### src/rtl/cbsw_pkg.sv
// shared types and constants for the sliding-window circuit breaker
// no dependencies; imported by every module of the block
`default_nettype none

package cbsw_pkg;

  // default sizing
  localparam int unsigned MaxFailuresDef = 16;
  localparam int unsigned TimeBitsDef    = 32;

  // configuration port
  localparam int unsigned CfgIdxW  = 2;
  localparam int unsigned CfgDataW = 32;

  localparam logic [CfgIdxW-1:0] RegFailThr = 2'd0;
  localparam logic [CfgIdxW-1:0] RegSuccThr = 2'd1;
  localparam logic [CfgIdxW-1:0] RegOpenTmo = 2'd2;
  localparam logic [CfgIdxW-1:0] RegFailWin = 2'd3;

  // register reset values
  localparam logic [4:0]  FailThrRst = 5'd5;
  localparam logic [7:0]  SuccThrRst = 8'd3;
  localparam logic [31:0] OpenTmoRst = 32'd60;
  localparam logic [31:0] FailWinRst = 32'd60;

  typedef enum logic [1:0] {
    FN_SUCCESS = 2'd0,
    FN_FAILURE = 2'd1,
    FN_PROBE   = 2'd2,
    FN_RESET   = 2'd3
  } func_e;

  typedef enum logic [1:0] {
    MODE_CLOSED = 2'd0,
    MODE_OPEN   = 2'd1,
    MODE_HALF   = 2'd2
  } mode_e;

  // controller to datapath
  typedef struct packed {
    logic load;
    logic walk_init;
    logic walk_step;
    logic finish;
  } cmd_t;

  // datapath to controller
  typedef struct packed {
    logic walk_req;
    logic walk_done;
    logic out_busy;
  } sts_t;

endpackage

`default_nettype wire

### src/rtl/cbsw_ctrl.sv
// sequencing state machine of the circuit breaker
// depends on cbsw_pkg; drives cbsw_datapath through cmd_t, reads sts_t
`default_nettype none

module cbsw_ctrl (
  input  wire logic          clk_i,
  input  wire logic          rst_ni,
  input  wire logic          in_valid_i,
  output logic               in_stall_o,
  input  cbsw_pkg::sts_t     sts_i,
  output cbsw_pkg::cmd_t     cmd_o
);
  import cbsw_pkg::*;

  typedef enum logic [1:0] {
    ST_IDLE,
    ST_EXEC,
    ST_WALK,
    ST_FINISH
  } state_e;

  state_e state_q, state_d;

  always_comb begin
    state_d = state_q;
    cmd_o   = '0;
    unique case (state_q)
      ST_IDLE: begin
        if (in_valid_i) begin
          cmd_o.load = 1'b1;
          state_d    = ST_EXEC;
        end
      end
      ST_EXEC: begin
        if (sts_i.walk_req) begin
          cmd_o.walk_init = 1'b1;
          state_d         = ST_WALK;
        end else begin
          state_d = ST_FINISH;
        end
      end
      ST_WALK: begin
        cmd_o.walk_step = 1'b1;
        if (sts_i.walk_done) begin
          state_d = ST_FINISH;
        end
      end
      ST_FINISH: begin
        if (!sts_i.out_busy) begin
          cmd_o.finish = 1'b1;
          state_d      = ST_IDLE;
        end
      end
      default: state_d = ST_IDLE;
    endcase
  end

  always_ff @(posedge clk_i or negedge rst_ni) begin
    if (!rst_ni) begin
      state_q <= ST_IDLE;
    end else begin
      state_q <= state_d;
    end
  end

  assign in_stall_o = (state_q != ST_IDLE);

endmodule

`default_nettype wire

### src/rtl/cbsw_datapath.sv
// breaker state, config registers, stamp ring memory and result register
// depends on cbsw_pkg; controlled by cbsw_ctrl
`default_nettype none

module cbsw_datapath #(
  parameter int unsigned MAX_FAILURES = cbsw_pkg::MaxFailuresDef,
  parameter int unsigned TIME_BITS    = cbsw_pkg::TimeBitsDef
) (
  input  wire logic                          clk_i,
  input  wire logic                          rst_ni,
  input  wire logic                          cfg_we_i,
  input  wire logic [cbsw_pkg::CfgIdxW-1:0]  cfg_idx_i,
  input  wire logic [cbsw_pkg::CfgDataW-1:0] cfg_data_i,
  input  wire logic [1:0]                    func_i,
  input  wire logic [31:0]                   now_time_i,
  input  wire logic                          out_stall_i,
  output logic                               out_valid_o,
  output logic [1:0]                         breaker_state_o,
  output logic                               probe_granted_o,
  output logic [4:0]                         failure_count_o,
  output logic [7:0]                         success_count_o,
  input  cbsw_pkg::cmd_t                     cmd_i,
  output cbsw_pkg::sts_t                     sts_o
);
  import cbsw_pkg::*;

  localparam int unsigned TW   = TIME_BITS;
  localparam int unsigned IW   = (MAX_FAILURES > 1) ? $clog2(MAX_FAILURES) : 1;
  localparam int unsigned CNTW = $clog2(MAX_FAILURES + 1);
  localparam int unsigned SW   = ((IW > CNTW) ? IW : CNTW) + 1;
  localparam int unsigned CW   = (TW > 32) ? TW : 32;
  localparam int unsigned FW   = (CNTW > 5) ? CNTW : 5;

  // ring index of head + k, k below the ring depth
  function automatic logic [IW-1:0] ring_add(input logic [IW-1:0] head,
                                             input logic [CNTW-1:0] k);
    logic [SW-1:0] sum;
    sum = SW'(head) + SW'(k);
    if (sum >= SW'(MAX_FAILURES)) begin
      sum = sum - SW'(MAX_FAILURES);
    end
    return IW'(sum);
  endfunction

  // config registers
  logic [4:0]  fthr_q;
  logic [7:0]  sthr_q;
  logic [31:0] tmo_q;
  logic [31:0] win_q;

  // event being processed
  func_e         func_q;
  logic [TW-1:0] now_q;

  // breaker state
  mode_e           mode_q, mode_d;
  logic [IW-1:0]   head_q, head_d;
  logic [CNTW-1:0] fill_q, fill_d;
  logic [7:0]      succ_q, succ_d;
  logic [TW-1:0]   opened_q, opened_d;
  logic            granted_d;

  // expiry walk
  logic [CNTW-1:0] rk_q, kept_q, n_q;
  logic            rv_q;
  logic [TW-1:0]   rdata_q;
  logic            rd_issue, keep, cmp_wr, push;
  logic [IW-1:0]   raddr, waddr;
  logic [TW-1:0]   age, wdata;
  logic            mem_we;
  logic            full;

  // result register
  logic        out_valid_q;
  mode_e       out_state_q;
  logic        out_granted_q;
  logic [4:0]  out_fail_q;
  logic [7:0]  out_succ_q;

  logic [TW-1:0] ring_mem [MAX_FAILURES];

  // walk datapath
  assign full     = (fill_q == CNTW'(MAX_FAILURES));
  assign rd_issue = cmd_i.walk_step && (rk_q < n_q);
  assign raddr    = ring_add(head_q, rk_q);
  assign waddr    = ring_add(head_q, kept_q);
  assign age      = TW'(now_q - rdata_q);
  assign keep     = (CW'(age) <= CW'(win_q));
  assign cmp_wr   = rv_q && keep;
  assign push     = (func_q == FN_FAILURE) && (mode_q == MODE_CLOSED);
  assign mem_we   = cmp_wr || (cmd_i.finish && push);
  assign wdata    = rv_q ? rdata_q : now_q;

  always_ff @(posedge clk_i) begin
    if (mem_we) begin
      ring_mem[waddr] <= wdata;
    end
  end

  always_ff @(posedge clk_i) begin
    if (rd_issue) begin
      rdata_q <= ring_mem[raddr];
    end
  end

  // end-of-event update
  always_comb begin
    logic [7:0]      succ_inc;
    logic [CNTW-1:0] new_fill;
    mode_d    = mode_q;
    head_d    = head_q;
    fill_d    = fill_q;
    succ_d    = succ_q;
    opened_d  = opened_q;
    granted_d = 1'b0;
    succ_inc  = (succ_q != 8'hFF) ? succ_q + 8'd1 : succ_q;
    new_fill  = kept_q + CNTW'(1);
    unique case (func_q)
      FN_SUCCESS: begin
        if (mode_q == MODE_HALF) begin
          if (succ_inc >= sthr_q) begin
            mode_d = MODE_CLOSED;
            head_d = '0;
            fill_d = '0;
            succ_d = '0;
          end else begin
            succ_d = succ_inc;
          end
        end else if (mode_q == MODE_CLOSED) begin
          head_d = '0;
          fill_d = '0;
        end
      end
      FN_FAILURE: begin
        if (mode_q == MODE_HALF) begin
          mode_d   = MODE_OPEN;
          opened_d = now_q;
        end else if (mode_q == MODE_CLOSED) begin
          fill_d = new_fill;
          // threshold above the ring depth saturates at a full ring
          if ((FW'(new_fill) >= FW'(fthr_q)) || (new_fill == CNTW'(MAX_FAILURES))) begin
            mode_d   = MODE_OPEN;
            opened_d = now_q;
          end
        end
      end
      FN_PROBE: begin
        if ((mode_q == MODE_OPEN) && (CW'(TW'(now_q - opened_q)) >= CW'(tmo_q))) begin
          mode_d    = MODE_HALF;
          succ_d    = '0;
          granted_d = 1'b1;
        end
      end
      FN_RESET: begin
        mode_d = MODE_CLOSED;
        head_d = '0;
        fill_d = '0;
        succ_d = '0;
      end
      default: mode_d = mode_q;
    endcase
  end

  // control state
  always_ff @(posedge clk_i or negedge rst_ni) begin
    if (!rst_ni) begin
      fthr_q      <= FailThrRst;
      sthr_q      <= SuccThrRst;
      tmo_q       <= OpenTmoRst;
      win_q       <= FailWinRst;
      mode_q      <= MODE_CLOSED;
      head_q      <= '0;
      fill_q      <= '0;
      succ_q      <= '0;
      opened_q    <= '0;
      rk_q        <= '0;
      kept_q      <= '0;
      n_q         <= '0;
      rv_q        <= 1'b0;
      out_valid_q <= 1'b0;
    end else begin
      if (cfg_we_i) begin
        unique case (cfg_idx_i)
          RegFailThr: fthr_q <= cfg_data_i[4:0];
          RegSuccThr: sthr_q <= cfg_data_i[7:0];
          RegOpenTmo: tmo_q  <= cfg_data_i;
          RegFailWin: win_q  <= cfg_data_i;
          default:    fthr_q <= fthr_q;
        endcase
      end
      rv_q <= rd_issue;
      if (cmd_i.walk_init) begin
        // a full ring drops its oldest stamp before the walk
        head_q <= full ? ring_add(head_q, CNTW'(1)) : head_q;
        n_q    <= full ? CNTW'(MAX_FAILURES - 1) : fill_q;
        rk_q   <= '0;
        kept_q <= '0;
      end else begin
        if (rd_issue) begin
          rk_q <= rk_q + CNTW'(1);
        end
        if (cmp_wr) begin
          kept_q <= kept_q + CNTW'(1);
        end
      end
      if (cmd_i.finish) begin
        mode_q   <= mode_d;
        head_q   <= head_d;
        fill_q   <= fill_d;
        succ_q   <= succ_d;
        opened_q <= opened_d;
      end
      if (cmd_i.finish) begin
        out_valid_q <= 1'b1;
      end else if (!out_stall_i) begin
        out_valid_q <= 1'b0;
      end
    end
  end

  // payload registers
  always_ff @(posedge clk_i) begin
    if (cmd_i.load) begin
      func_q <= func_e'(func_i);
      now_q  <= TW'(now_time_i);
    end
    if (cmd_i.finish) begin
      out_state_q   <= mode_d;
      out_granted_q <= granted_d;
      out_fail_q    <= 5'(fill_d);
      out_succ_q    <= succ_d;
    end
  end

  assign sts_o.walk_req  = push;
  assign sts_o.walk_done = (rk_q == n_q) && !rv_q;
  assign sts_o.out_busy  = out_valid_q && out_stall_i;

  assign out_valid_o     = out_valid_q;
  assign breaker_state_o = out_state_q;
  assign probe_granted_o = out_granted_q;
  assign failure_count_o = out_fail_q;
  assign success_count_o = out_succ_q;

`ifndef SYNTHESIS
  a_kept_le_read: assert property (@(posedge clk_i) disable iff (!rst_ni)
    kept_q <= rk_q)
    else $error("walk kept more stamps than it read");

  a_fill_bound: assert property (@(posedge clk_i) disable iff (!rst_ni)
    fill_q <= CNTW'(MAX_FAILURES))
    else $error("ring fill beyond depth");

  a_grant_half: assert property (@(posedge clk_i) disable iff (!rst_ni)
    out_valid_q && out_granted_q |-> out_state_q == MODE_HALF)
    else $error("granted probe without half-open state");
`endif

endmodule

`default_nettype wire

### src/rtl/circuit_breaker_sliding_window.sv
// an event is accepted in idle and passes exec, then finish; a failure while closed also takes
// the expiry walk between exec and finish, over n live stamps (1 to MAX_FAILURES-1),
//   or over none when the ring is empty
// a new event is taken only after the last has finished; the walk reads one ring entry per cycle
// reset: async active low, breaker closed, ring empty, counters zero, registers at defaults,
// ring memory holds no reset value and needs no clearing pass
`default_nettype none

module circuit_breaker_sliding_window #(
  parameter int unsigned MAX_FAILURES = cbsw_pkg::MaxFailuresDef,
  parameter int unsigned TIME_BITS    = cbsw_pkg::TimeBitsDef
) (
  input  wire logic                          clk_i,
  input  wire logic                          rst_ni,
  // configuration write port
  input  wire logic                          cfg_we_i,
  input  wire logic [cbsw_pkg::CfgIdxW-1:0]  cfg_idx_i,
  input  wire logic [cbsw_pkg::CfgDataW-1:0] cfg_data_i,
  // event input
  input  wire logic                          in_valid_i,
  output logic                               in_stall_o,
  input  wire logic [1:0]                    func_i,
  input  wire logic [31:0]                   now_time_i,
  // result output
  output logic                               out_valid_o,
  input  wire logic                          out_stall_i,
  output logic [1:0]                         breaker_state_o,
  output logic                               probe_granted_o,
  output logic [4:0]                         failure_count_o,
  output logic [7:0]                         success_count_o
);
  import cbsw_pkg::*;

  cmd_t cmd;
  sts_t sts;

  // controller: idle -> exec -> (walk) -> finish -> idle
  // exec decides whether the event needs the expiry walk (failure while closed)
  // finish waits while an earlier result still sits in the output register
  cbsw_ctrl u_ctrl (
    .clk_i      (clk_i),
    .rst_ni     (rst_ni),
    .in_valid_i (in_valid_i),
    .in_stall_o (in_stall_o),
    .sts_i      (sts),
    .cmd_o      (cmd)
  );

  // datapath: breaker mode, stamp ring, expiry walk and result register
  // the walk compacts surviving stamps toward the head, the new stamp is
  // appended last since its own age is always zero
  cbsw_datapath #(
    .MAX_FAILURES (MAX_FAILURES),
    .TIME_BITS    (TIME_BITS)
  ) u_datapath (
    .clk_i           (clk_i),
    .rst_ni          (rst_ni),
    .cfg_we_i        (cfg_we_i),
    .cfg_idx_i       (cfg_idx_i),
    .cfg_data_i      (cfg_data_i),
    .func_i          (func_i),
    .now_time_i      (now_time_i),
    .out_stall_i     (out_stall_i),
    .out_valid_o     (out_valid_o),
    .breaker_state_o (breaker_state_o),
    .probe_granted_o (probe_granted_o),
    .failure_count_o (failure_count_o),
    .success_count_o (success_count_o),
    .cmd_i           (cmd),
    .sts_o           (sts)
  );

endmodule

`default_nettype wire
### config.mk
export PLATFORM = sky130hd
export DESIGN_NAME = circuit_breaker_sliding_window
export DESIGN_NICKNAME = d
export VERILOG_FILES = /design/src/rtl/cbsw_pkg.sv /design/src/rtl/cbsw_ctrl.sv /design/src/rtl/cbsw_datapath.sv /design/src/rtl/circuit_breaker_sliding_window.sv
export SDC_FILE = /design/constraint.sdc
export NUM_CORES = 1
export LEC_CHECK = 0
export CAP_MARGIN = 20
export CORE_ASPECT_RATIO = 1.25
export CORE_UTILIZATION = 55
export CTS_CLUSTER_SIZE = 8
export DETAILED_ROUTE_END_ITERATION = 7
export DONT_BUFFER_PORTS = 1
export PLACE_DENSITY = 0.72
export SETUP_SLACK_MARGIN = 0.5
export SYNTH_ARGS = -nofsm -noshare
export SYNTH_HDL_FRONTEND = slang
export SYNTH_SLANG_ARGS = --single-unit
### constraint.sdc
create_clock -name clk_i -period 16 [get_ports clk_i]
set_input_delay 4 -clock clk_i [delete_from_list [all_inputs] [get_ports clk_i]]
set_output_delay 4 -clock clk_i [all_outputs]
set_load 0.005 [all_outputs]
* Word level (Yosys, flattened, before mapping)
Memory sizes are Yosys's and may differ from the RTL's. A register that Yosys moved wholly into a read port is not among the register bits.
Index checks and enable logic that the tools add are counted.
** Cells by class
- Reduce and logical (&&, ||, !) cells :: 28
- Shift operators :: 0
- Magnitude comparators :: 8
- Div/mod/pow operators :: 0
- $add $sub $neg :: 11
- Multiply operators :: 0
- Muxes and demuxes :: 54
- Equality and inequality tests :: 22
- Bitwise logic cells :: 0
** Operator list (number)
- $mux W32 :: 4
- $sub A32 B32 Y32 :: 2
- $mux W5 :: 10
- $mux W4 :: 9
- $ge A32 B32 Y1 :: 1
- $le A32 B32 Y1 :: 1
- $mux W8 :: 4
- $pmux W8 S3 :: 1
- $mux W2 :: 9
- $pmux W2 S4 :: 2
- $pmux W5 S3 :: 1
- $eq A2 B2 Y1 const B :: 7
- $reduce_bool A2 Y1 :: 7
- $mux W1 :: 13
- $add A4 B5 Y6 :: 2
- $ge A6 B5 Y1 const B :: 2
- $sub A4 B1 Y4 const B :: 3
- $add A5 B1 Y5 const B :: 2
- $eq A5 B5 Y1 const B :: 2
- $add A8 B1 Y8 const B :: 1
- $eq A2 B1 Y1 const B :: 4
- $ge A8 B8 Y1 :: 1
- $logic_not A2 Y1 :: 4
- $ne A4 B4 Y1 const B :: 2
- other kinds (17) :: 29
** Word-level totals
- ROM bits :: 0
- Flip-flop bits (word level) :: 197
- Output and inout bits :: 18
- Logic and storage cells :: 145
- RAM bits :: 512
- Input bits :: 73
- Memories kept :: 1
- Latch bits :: 0
** Memory list
- u_datapath.ring_mem :: words 16, width 32, rd ports 1, clocked after Yosys merged registers in 1, write ports 1, line cbsw_datapath.sv:80 : logic [TW-1:0] ring_mem [MAX_FAILURES];

* Depth between registers and ports, before layout
- Depth after elaboration :: 7
- Mapped depth :: 21
- Depth with buffers taken out :: 21

* By module
Synthesis repeated with hierarchy kept, for this count alone.
** Unflattened totals
- Cell total of the unflattened synthesis :: 2262
- Area, all modules :: 34159.0 sq um
** Modules (own cells, without submodules)
- cbsw_datapath :: area each 33913.8 sq um, times used 1, cells an instance 2240
- cbsw_ctrl :: area each 245.2 sq um, times used 1, cells an instance 22

* Worst setup path after synthesis
Ideal clock, no wire load.
- Path type :: input-to-reg
- From :: input out_stall_i
- To :: memory u_datapath.ring_mem[12][0] in the netlist's numbering, enable pin
- Path buffers :: 1
- Stages :: 7
- Data arrival time :: 7.806 ns
- Path slack :: 7.693 ns
- Required time :: 15.499 ns
- Cells stage by stage :: nand2_1 nand2_1 inv_1 nand2_1 a21boi_2 buf_2 nor4_1
** Between the ends
- Word-level cells in the longest chain between the ends :: 7
** Ends and longest elaborated chain
- from (decl) :: line circuit_breaker_sliding_window.sv:26 : input wire logic out_stall_i,
- $logic_and A1 B1 Y1 :: line cbsw_datapath.sv:237 : assign sts_o.out_busy = out_valid_q && out_stall_i;
- $mux W1 :: line cbsw_ctrl.sv:49 : if (!sts_i.out_busy) begin
- $mux W1 :: line cbsw_ctrl.sv:27 : unique case (state_q)
- $logic_and A1 B1 Y1 :: line cbsw_datapath.sv:91 : assign mem_we = cmp_wr || (cmd_i.finish && push);
- $logic_or A1 B1 Y1 :: line cbsw_datapath.sv:91
- $mux W1 :: line cbsw_datapath.sv:95 : if (mem_we) begin
- $mux W1 (implied by the code) :: line cbsw_datapath.sv:96 : ring_mem[waddr] <= wdata;
- to (decl) :: line cbsw_datapath.sv:80
Every way passes these cells.

* Final worst setup path
- From :: register u_datapath.rdata_q[0] (read register of u_datapath.ring_mem)
- To :: memory u_datapath.ring_mem[9][5] in the netlist's numbering, enable pin
** Between the ends
- Word-level cells in the longest chain between the ends :: 6
** Ends and longest elaborated chain
- from (decl) :: line cbsw_datapath.sv:66 : logic [TW-1:0] rdata_q;
- $sub A32 B32 Y32 :: line cbsw_datapath.sv:87 : assign age = TW'(now_q - rdata_q);
- $le A32 B32 Y1 :: line cbsw_datapath.sv:88 : assign keep = (CW'(age) <= CW'(win_q));
- $logic_and A1 B1 Y1 :: line cbsw_datapath.sv:89 : assign cmp_wr = rv_q && keep;
- $logic_or A1 B1 Y1 :: line cbsw_datapath.sv:91
- $mux W1 :: line cbsw_datapath.sv:95
- $mux W1 (implied by the code) :: line cbsw_datapath.sv:96
Every way passes these cells.

==> run metrics <==
Max-Cap Viols 0; Area Overhead vs Synth 11.6%; count of cell types in the netlist 75; fillers around 4500; cts bufs inserted 102; total chip power 6400 µW; crit share post-route 0.392; Syn Nets approximately 2600; initial antenna violation count 5; area leader, netlist edfxtp_1; Post-CTS Setup Repair Bufs 0; CTS H-tree depth 3; fin area between 30000 and 40000 µm²; First DRT Iteration DRCs 1700; Final nets between 2000 and 3000; Routed Antenna Nets 0; crit end category register; worst-margin pin slew ~1100 ps; Die W between 200 and 250 µm; top cells by area, synth edfxtp_1 (52%), dfrtp_1 (9.8%), mux4_2 (8.4%); final slew viol count 0; Ys Warns 0; crit-path max FO 32; startpoint types register; vias in the first global route 20645; multi-input logic area 12100 µm²; largest net degree at the start of global routing approximately 150; crit path cell chain ha_1 -> fa_1 -> nor2b_1 -> o31ai_2 -> a21oi_1 -> a2bb2oi_2 -> o311a_2 -> o21ai_2 -> o31ai_1 -> xnor2_1 -> ha_1 -> nand4_1 -> nor2_1 -> and3_1 -> nand2_1 -> and3_1 -> a32oi_2 -> a21boi_2 -> buf_8 -> nor4_2 -> buf_4; delay-heaviest family, CP compound AO/OA/AOI/OAI gates; DR vias around 20000; Port-buffer cells 0; # resized after CTS 0; Synth top area share 0.518; grt total ovfl 0; CTS Hold Bufs 0; clock latency at the later pin of the worst-skew pair between 600 and 700 ps; WP data arrival between 6000 and 7000 ps; number of synthesized flops with an enable pin just under 600; CP max-delay cell buf_4; clk buf depth 3; Netlist Area Pre-Place approximately 34000 µm²; Clock Sinks about 740; CTS tree done; Post-Place Cell Area approximately 36000 µm²; Worst path max stage delay around 530 ps; core area between 60000 and 70000 µm²; initial core utilization 0.556; Util after Layout 0.621; main flop type after synthesis edfxtp_1; Synth Area per Inst 14.9 µm²; status complete, no violations; Overall Global Routing Usage 0.245; I/O pins roughly 90; routed wl met3 4.70 mm; crit path time final approximately 6300 ps; Crit path buffers/inverters 2; leak pwr around 0.014 µW; met1 wire length around 31 mm; first-pass GRT wire length around 120 mm; f_max 0.160 GHz; die span in y between 200 and 300 µm; FF+latch count, synth 741; Clock Root Buffer clkbuf_16; DR top layer met5; Worst-path clk slew 50 ps; DRT Pass-1 Iters 7; sequential fraction of the synthesis area 0.626; Vias/cell slightly above 6; clock skew roughly 16 ps; register area ~22000 µm²; Fin. Hold Viols 0; RD Place Congestion ~0.89; final count of negative-setup-slack endpoints 0; Critical Path RT between 15000 and 20000 ps; Max VDD drop approximately 0.000096 V; num rows 102; layout cell share with drive strength beyond 1 0.189; RSZ-0062 raised after global routing no; dpl hpwl around 50 mm; Post-route DRC 0; Power Dens Cells 167 nW/µm²; Rel. slew slack 0.268; WS Path Type register to register; DR WL met2 38.5 mm; DR WL/cell ~23 µm; cells after synthesis around 2300; Post-Route WL 76.0 mm; Final TNS setup 0 ps; Hold Crit Class register to register; ys async rst share 0.198; Hold WS roughly 500 ps; die area roughly 64000 µm²
synthesized netlist by cell type (21+ instances only):
library cell  count
xor2_1           23
nand3_1          30
inv_1           187
nand2_1         153
edfxtp_1        594
a31oi_1          40
nand4_1          23
nor3_1           30
ha_1            160
mux2_2          136
xnor2_1          48
a21o_1           45
and2_1           35
a211oi_1         43
o21ai_0          68
a21oi_1          75
dfrtp_1         135
mux4_2          128
nand2b_1         21
nor2_1           57
clkbuf_1         42
through the flow:
step	std cells	worst slack (ps)
2_1_floorplan	2313	7690
3_3_place_gp	3099	9670
3_5_place_dp	3099	9580
4_1_cts	3242	9770
5_1_grt	3246	9470
6_report	3248	9740
routing by layer:
layer / GRT usage / up-vias
li1: - / 8974
met1: 0.318 / 10100
met2: 0.419 / 709
met3: 0.0376 / 133
met4: 0.0846 / 6
met5: 0 / -
power by group:
group / total [µW] / switching [µW] / internal [µW]
logic: 2030 / 1130 / 900
clock network: 1920 / 758 / 1160
registers: 2450 / 97.7 / 2350
sequential cells by signal, indices dropped and copies added (netlist names):
name and flops:
u_datapath.tmo_q 32, u_datapath.func_q 2, u_datapath.rv_q 1, u_datapath.win_q 32, u_datapath.breaker_state_o 2, u_datapath.probe_granted_o 1
u_datapath.out_valid_o 1, u_datapath.now_q 32, u_datapath.failure_count_o 5, u_datapath.mode_q 2, u_datapath.opened_q 32, u_ctrl.state_q 2
u_datapath.fill_q 5, u_datapath.rk_q 5, u_datapath.head_q 4, u_datapath.kept_q 5, u_datapath.n_q 5, u_datapath.sthr_q 8
u_datapath.rdata_q 32, u_datapath.success_count_o 8, u_datapath.fthr_q 5, u_datapath.ring_mem 512, u_datapath.succ_q 8
worst paths after layout:
check | slack [ps] | cells past startpoint | to | start
setup / recovery | 9740 | 21 | u_datapath.ring_mem[9][5] | u_datapath.rdata_q[0]
hold / removal | 500 | 1 | u_datapath.opened_q[21] | u_datapath.opened_q[21]
setup reg to reg | 9740 | 21 | u_datapath.ring_mem[9][5] | u_datapath.rdata_q[0]
hold reg to reg | 500 | 1 | u_datapath.opened_q[21] | u_datapath.opened_q[21]
max in group asynchronous | 12610 | 0 | u_datapath.opened_q[21] | rst_ni
min in group asynchronous | 3050 | 0 | u_datapath.succ_q[3] | rst_ni
cell usage in the layout (no fill, tap or decap), drive strengths merged, types with 8 or more instances in the layout:
master   Yosys  layout
clkbuf      42     137
o21ai       70      70
xnor2       48      48
nand4       23      23
nor2b        8       8
and3        14      14
nor3        31      31
o21bai       8       8
nand3       30      30
nor4        11      11
xor2        23      23
o21a        12      12
nor2        57      57
buf         33      33
inv        187     190
o211ai      18      18
nand2b      21      21
dfrtp      135     135
nand2      153     153
mux2       136     136
a21oi       75      75
o2bb2ai     13      13
o31ai        9       9
a211oi      44      44
edfxtp     594     594
a21o        45      45
dfstp       12      12
nand3b      10      10
a31oi       40      40
and2        35      35
ha         160     160
mux4       128     128
area by class of cell:
class,instances,share of cell area
Antenna cell,2,0.000130
Clock buffer,137,0.0704
Clock inverter,6,0.00257
Inverter,187,0.0183
Multi-Input combinational cell,1310,0.314
Sequential cell,741,0.560
Tap cell,832,0.0271
Timing Repair Buffer,33,0.00729
worst register-to-register path: stages, from the launching register on:
cell and delay, ps:
edfxtp_1 400, ha_1 250, fa_1 410, nor2b_1 190
o31ai_2 100, a21oi_1 350, a2bb2oi_2 190, o311a_2 450
o21ai_2 280, o31ai_1 150, xnor2_1 140, ha_1 300
nand4_1 90, nor2_1 320, and3_1 280, nand2_1 150
and3_1 270, a32oi_2 320, a21boi_2 210, buf_8 210
nor4_2 280, buf_4 530
kinds of logic (layout without fill, tap and decap cells):
| logic type | count (synthesis) | after routing | share of synthesized area |
|---|---|---|---|
| fa+ha+maj | 164 | 164 | 0.0605 |
| compound gates | 395 | 395 | 0.0786 |
| xor+xnor | 71 | 71 | 0.0181 |
| mux | 269 | 269 | 0.130 |
| other cells | 0 | 2 | 0 |
| buf+inv | 262 | 363 | 0.0293 |
| simple gates | 411 | 411 | 0.0583 |
| flops | 741 | 741 | 0.626 |
Power figures use the tool's default switching activity.
